===== src/llag_pkg.sv =====
// shared widths, codes and types of the life-like automaton grid
// no dependencies
`default_nettype none

package llag_pkg;

   localparam int CMD_W      = 2;
   localparam int COORD_W    = 6;
   localparam int SIZE_W     = 7;
   localparam int MASK_W     = 9;
   localparam int NBR_W      = 4;
   localparam int CSR_IDX_W  = 3;
   localparam int CSR_DATA_W = 9;

   localparam logic [CMD_W-1:0] CMD_SET  = 2'd0;
   localparam logic [CMD_W-1:0] CMD_GET  = 2'd1;
   localparam logic [CMD_W-1:0] CMD_STEP = 2'd2;
   localparam logic [CMD_W-1:0] CMD_FILL = 2'd3;

   localparam logic [CSR_IDX_W-1:0] CSR_GRID_COLS    = 3'd0;
   localparam logic [CSR_IDX_W-1:0] CSR_GRID_ROWS    = 3'd1;
   localparam logic [CSR_IDX_W-1:0] CSR_BIRTH_MASK   = 3'd2;
   localparam logic [CSR_IDX_W-1:0] CSR_SURVIVE_MASK = 3'd3;

   localparam logic [SIZE_W-1:0] GRID_COLS_RST    = 7'd64;
   localparam logic [SIZE_W-1:0] GRID_ROWS_RST    = 7'd64;
   localparam logic [MASK_W-1:0] BIRTH_MASK_RST   = 9'd8;
   localparam logic [MASK_W-1:0] SURVIVE_MASK_RST = 9'd12;

   // 3x3 neighborhood, each column is {bottom, center, top}
   typedef struct packed {
      logic [2:0] lft;
      logic [2:0] mid;
      logic [2:0] rgt;
   } window_type;

endpackage

`default_nettype wire


===== src/llag_rule.sv =====
// next-state rule for one cell from its 3x3 neighborhood and the b/s masks
// depends on llag_pkg
`default_nettype none

module llag_rule (
   input  var llag_pkg::window_type         win,
   input  wire logic [llag_pkg::MASK_W-1:0] birth_mask,
   input  wire logic [llag_pkg::MASK_W-1:0] survive_mask,
   output logic                             next_alive
);

   logic [llag_pkg::NBR_W-1:0] count;

   always_comb begin
      count = llag_pkg::NBR_W'(win.lft[0]) + llag_pkg::NBR_W'(win.lft[1])
            + llag_pkg::NBR_W'(win.lft[2]) + llag_pkg::NBR_W'(win.mid[0])
            + llag_pkg::NBR_W'(win.mid[2]) + llag_pkg::NBR_W'(win.rgt[0])
            + llag_pkg::NBR_W'(win.rgt[1]) + llag_pkg::NBR_W'(win.rgt[2]);
      next_alive = win.mid[1] ? survive_mask[count] : birth_mask[count];
   end

endmodule

`default_nettype wire


===== config.mk =====
export PLATFORM = sky130hd
export DESIGN_NAME = llag_rule
export DESIGN_NICKNAME = d
export VERILOG_FILES = /design/src/llag_pkg.sv /design/src/llag_rule.sv
export SDC_FILE = /design/constraint.sdc
export NUM_CORES = 1
export LEC_CHECK = 0
export ABC_AREA = 1
export BUFFER_PORTS_ARGS = -buffer_cell sky130_fd_sc_hd__buf_2
export CELL_PAD_IN_SITES_DETAIL_PLACEMENT = 1
export CELL_PAD_IN_SITES_GLOBAL_PLACEMENT = 1
export CORE_UTILIZATION = 27
export DETAILED_ROUTE_END_ITERATION = 16
export MAX_ROUTING_LAYER = met4
export PLACE_DENSITY_LB_ADDON = 0.05
export SLEW_MARGIN = 5
export SYNTH_ARGS = -nofsm -noshare
export SYNTH_HDL_FRONTEND = slang
export SYNTH_SLANG_ARGS = --single-unit

===== constraint.sdc =====
create_clock -name vclk -period 4.3
set_input_delay 0.43 -clock vclk [all_inputs]
set_output_delay 0.43 -clock vclk [all_outputs]
set_load 0.1 [all_outputs]

* Word-level counts from Yosys, hierarchy flattened
Index checks and enable logic that the tools add are counted.
Cells by class: muxes and demuxes 5, add/sub/neg operators 7, $lt $le $gt $ge 1
Operator list (number):
- 4-bit by 1-bit adder with 4-bit output | 4
- 1-bit binary-select mux with 4-bit select | 2
- 4-bit by 5-bit less-than comparator with 1-bit output (second input constant) | 1
- 3-bit by 1-bit adder with 4-bit output | 1
- 2-bit by 1-bit adder with 3-bit output | 1
- 1-bit two-way mux | 3
- 1-bit by 1-bit adder with 2-bit output | 1
Word-level totals: flip-flop bits (word level) 0, output and inout port bits 1

* Longest topological paths before layout
Gate-level depths: netlist of the first run.
depth after elaboration 10, depth in mapped cells 16, mapped depth without buffers 16

* Worst setup path before layout of the first run
OpenSTA, ideal clock, no wires.
path type input port to output port, from input port win[0] in the netlist's numbering, to output port next_alive, cell stages on the path 15, buffers on the path 0, setup slack 67 ps, data arrival time 3803 ps, required time 3870 ps, path through inv_1 > fa_1 > fa_1 > fa_1 > inv_1 > ha_1 > fa_1 > inv_1 > nor2_1 > o21ai_0 > nand2_1 > nand2_1 > nand2_1 > nand3_1 > nand2_1
On the way: cells in the longest elaborated chain, start to end 6, elaborated cells on any way between the ends 8, those cells by class 3 x add/sub; 5 x mux
RTL lines:
- start, declared | RTL line llag_rule.sv:6 | input var llag_pkg::window_type win,
- 4-bit by 1-bit adder with 4-bit output * | RTL line llag_rule.sv:17 | + llag_pkg::NBR_W'(win.mid[2]) + llag_pkg::NBR_W'(win.rgt[0])
- 4-bit by 1-bit adder with 4-bit output * (2 in a row) | RTL line llag_rule.sv:18 | + llag_pkg::NBR_W'(win.rgt[1]) + llag_pkg::NBR_W'(win.rgt[2]);
- 1-bit binary-select mux with 4-bit select | RTL line llag_rule.sv:19 | next_alive = win.mid[1] ? survive_mask[count] : birth_mask[count];
- 1-bit two-way mux (not written as such) | RTL line llag_rule.sv:19
- 1-bit two-way mux * | RTL line llag_rule.sv:19
- end, declared | RTL line llag_rule.sv:9 | output logic next_alive
Mark *: on every way between the ends. The rest lies on a longest branch, timed or not. The select of a mux whose other input is x is not followed.

* Worst setup path after layout of the first run
Same ends and word-level chain as after synthesis.

==> qor.yml, run 1 <==
place_hpwl_um: 958
finalHoldViolations: 0
antenna_found_initial: 0
start_kind: "input port"
finalCritPeriodShare_pct: 94.3
die_w_um: 40.9
fin_setup_tns_ps: 0
p_seq_share_pct: 0
place_ws_ps: 141
holdCritStartpoint: "win[4]"
place.gp.congestion: 0.684
start_util_pct: 30.2
vias: 516
ys_top_cells_by_area: "inv_1 (20%), fa_1 (20%), nand2_1 (19%)"
die_h_um: 40.9
yosys_warnings: 0
avgViaCountPerCell: 4.37
routedWlPerCell_um: 8.81
rsz0062_at_grt: "no"
crit_family: "adder cells"
p_leak_nw: 0.386
crit_path_max_fanout: 6
p_comb_share_pct: 100.0
fmax_mhz: 247
routed_wl_um: 1040
relSlewSlack_pct: 87.7
critPathBufInv: 5
power.internal_uw: 103
synth_area_um2: 408
tightestPinTransition_ps: 183
fin_crit_ps: 4050
synth.distinct_cells: 12
nets: 139
synth_area_leader_cell: "inv_1"
yosysSeqAreaShare_pct: 0
clkbuf_count: 0
io_buffers: 28
syn_inst: 76
crit_slowest_cell: "fa_2"
gr-usage-all-layers_pct: 14.3
worst_ir_drop_vdd_uv: 448
path_class: "input port to output pin"
io_pins: 28
worstPathArrival_ps: 3620
drive_gt1_share_pct: 31.1
cp_cell_sequence: "buf_2 -> inv_1 -> fa_1 -> fa_1 -> fa_1 -> inv_1 -> ha_2 -> fa_2 -> inv_2 -> nor2_1 -> o21ai_0 -> nand2_1 -> nand2_1 -> nand2_1 -> nand3_1 -> nand2_2 -> buf_12"
multi_input_area_um2: 322
grt_pass1_wl_um: 1630
p_per_area_nw_per_um2: 458
maxCapViolCount: 0
p_sw_uw: 161
overflow: 0
pwr-share-clk_pct: 0
hold_depth: 6
grt_max_degree: 12
synth_top_area_share_pct: 20.2
switching_share_pct: 61.0
end_kind: "output pin"
num_rows: 13
post_cts_buffers: 0
holdWs_ps: 1360
n_fill_cell: 204
core_area_um2: 1350
grt_pass1_vias: 423
syn2layout_area_growth_pct: 41.7
die-area_um2: 1670
hold_path_class: "input port to output pin"
synth_nets: 110
syn-mean-instance-area_um2: 5.37
status: "complete, no violations"
flops_and_latches: 0
cpPeakStageDelay_ps: 600
hold_path_end: "next_alive"
drc_errors: 0
drtAntennaViolNets: 0
regArea_um2: 0
firstDrtPassIters: 2
drv_slew: 0
diodes: 0
drt-initial-drc-count: 2
cp.required_ps: 3870
setup_viol: 0
fin_ws_ps: 245
cells in the mapped netlist:
cell	n
nand2_1	21
o21ai_1	1
ha_1	3
fa_1	4
nand3_1	6
a21oi_1	1
inv_1	22
xnor2_1	1
buf_6	1
nor2_1	10
or2_1	1
o21ai_0	5
area by class of cell:
cell class	count	area share (%)
Multi-Input combinational cell	53	55.6
Timing Repair Buffer	28	26.8
Inverter	22	14.3
Tap cell	15	3.25
placed cells by master, fill, tap and decap left out:
cell      n
buf_2    27
inv_1    21
nand2_1  20
nor2_1   10
nand3_1   6
o21ai_0   5
fa_1      3
ha_1      2
inv_2     1
a21oi_1   1
xnor2_1   1
or2_1     1
o21ai_1   1
nand2_2   1
fa_2      1
ha_2      1
buf_12    1
metrics by stage:
| step | instances | area, um^2 | utilization (%) | power [mW] |
|---|---|---|---|---|
| finish | 118 | 578 | 42.8 | 0.265 |
| global route | 118 | 578 | 42.8 | 0.297 |
| CTS | 118 | 571 | 42.3 | 0.262 |
| detailed placement | 118 | 571 | 42.3 | 0.262 |
| global placement | 118 | 571 | 42.3 | 0.258 |
| floorplan | 76 | 408 | - | 0.192 |
per-layer routing:
layer	part of all wire, %	vias to the layer above	track usage [%]
li1	-	276	-
met4	0	0	0
met5	0	-	-
met1	46	229	19.1
met2	49	11	25.4
met3	5.1	0	0
worst max path at each step:
stage,start,end,slack (ps),depth (start not counted)
6_report,win[0],next_alive,250,17
5_1_grt,win[0],next_alive,4,17
4_1_cts,win[0],next_alive,140,17
3_5_place_dp,win[0],next_alive,140,17
3_3_place_gp,win[0],next_alive,190,17
2_1_floorplan,win[0],next_alive,70,15
power groups by stage:
stage,combinational [mW],clock (mW),sequential (mW)
CTS,0.262,0,0
global route,0.297,0,0
finish,0.265,0,0
detailed placement,0.262,0,0
global placement,0.258,0,0
floorplan,0.192,0,0
logic make-up (layout without fill, tap and decap cells):
kind of cell	after synthesis	in the layout	synth area share (%)
simple gates	38	38	37.4
buf+inv	23	50	23.0
compound gates	7	7	8.59
xor+xnor	1	1	2.15
fa+ha+maj	7	7	28.8
repair_timing:
item | CTS | global route
hold buffers | 0 | 0
hold endpoints to repair | 0 | 0
gates resized for setup | 0 | 4
endpoints found under the setup margin | 0 | 1
No activity file was read; power rests on OpenSTA's default activity.
==> run 2, diff against run 1 <==
- CORE_UTILIZATION: 27 -> 24
- clock period: 4.3 -> 3.5 ns (I/O delays scaled with it)
==> qor.yml, run 2 (synthesis gave the netlist of run 1 again) <==
status: "complete, but fails checks"
violations: "setup timing"
core_area_um2: 1540  # +14%
cp.required_ps: 3150  # -720 ps
place.gp.congestion: 0.764  # +12%
io_buffers: 28  # unchanged
overflow: 0  # unchanged
relSlewSlack_pct: 85.7  # -2.0 points
p_per_area_nw_per_um2: 600  # +31%
firstDrtPassIters: 3  # +1
fin_ws_ps: -387  # -632 ps
end_kind: "output pin"
drtAntennaViolNets: 0  # unchanged
fmax_mhz: 257
grt_pass1_vias: 522  # +23%
rsz0062_at_grt: "yes"
met1_length_um: 520  # +8.1%
grt_max_degree: 8  # -4
finalCritPeriodShare_pct: 111
p_leak_nw: 0.426  # +10%
clkbuf_count: 0  # unchanged
syn2layout_area_growth_pct: 70.2
tightestPinTransition_ps: 212  # +29.5 ps
crit_path_max_fanout: 6  # unchanged
num_rows: 14  # +1
place_hpwl_um: 978  # +2.1%
final_cell_mix: "buf_2 (25), inv_1 (18), nand2_1 (18)"
routed_wl_um: 1200  # +16%
place_ws_ps: -510  # -650 ps
wl_met2_um: 641  # +27%
routedWlPerCell_um: 9.61  # +9.1%
avgViaCountPerCell: 4.26  # -2.5%
final_area_um2: 694  # +20%
hold_path_class: "input port to output pin"
maxCapViolCount: 0  # unchanged
multi_input_area_um2: 365  # +14%
path_class: "input port to output pin"
gr-usage-all-layers_pct: 13.7  # -0.57 points
start_util_pct: 26.5  # -3.8 points
io_pins: 28  # unchanged
vias: 533  # +3.3%
n_fill_cell: 221  # +8.3%
drc_errors: 0  # unchanged
drt-initial-drc-count: 3  # +1
cts.hold.buffers_added: 0  # unchanged
layout_commonest_cell: "buf_2"
finalHoldViolations: 0  # unchanged
die-area_um2: 1870  # +12%
nets: 145  # +4.3%
wl_met3_um: 40  # -25%
grt_pass1_wl_um: 2010  # +24%
diodes: 0  # unchanged
fin_crit_ps: 3890
drive_gt1_share_pct: 41.3  # +10 points
fin_setup_tns_ps: -387  # -387 ps
flops_and_latches: 0  # unchanged
antenna_found_initial: 0  # unchanged
setup_viol: 1  # +1
worstPathArrival_ps: 3540  # -80 ps
worst_ir_drop_vdd_uv: 527  # +18%
drv_slew: 0  # unchanged
start_kind: "input port"
regArea_um2: 0  # unchanged
die_w_um: 43.2  # +5.8%
post_dp_cell_area_um2: 646  # +13%
topRoutingLayerUsed: "met3"
fin_util_pct: 45.0  # +2.2 points
die_h_um: 43.2  # +5.8%
[run 2: layout make-up]
| cell class | count | area share, % |
|---|---|---|
| tap | 16 | 2.88 |
| timing repair buffer | 34 | 31.2 |
| inverter | 22 | 13.3 |
| multi-input combinational | 53 | 52.6 |
[run 2: what timing repair did]
item | CTS | global route
pin swaps | 9 | 3
setup buffers | 1 | 0
gates resized for setup | 3 | 8
endpoints found under the setup margin | 1 | 1
[run 2: through the flow]
stage | power, mW | hold slack [ps] | instances
after CTS | 0.399 | 1260 | 125
after floorplan | 0.275 | 1030 | 76
after global placement | 0.385 | 1250 | 124
after global routing | 0.465 | 1250 | 125
final | 0.417 | 1220 | 125
after detailed placement | 0.387 | 1250 | 124
[run 2: power breakdown]
part,switching [mW],internal (mW)
Clock,0,0
Combinational,0.235,0.182
Sequential,0,0
[run 2: routing by layer]
layer | up-vias | global-route usage (%)
li1 | 287 | -
met3 | 0 | 0
met1 | 235 | 17.7
met2 | 11 | 25.4
met4 | 0 | 0
met5 | - | -
[run 2: critical path, stage by stage]
cell,delay (ps)
buf_8,70
inv_4,30
fa_1,550
fa_1,440
fa_1,510
inv_2,50
ha_4,160
fa_2,610
inv_2,70
nor2_2,90
o21ai_1,60
nand2_1,60
nand2_1,50
nand2_2,90
nand3_4,90
nand2_8,90
buf_12,160
[run 2: worst paths after layout]
check	start	to	slack (ps)	depth (start not counted)
worst max-delay path	win[0]	next_alive	-390	17
worst min-delay path	win[4]	next_alive	1220	6
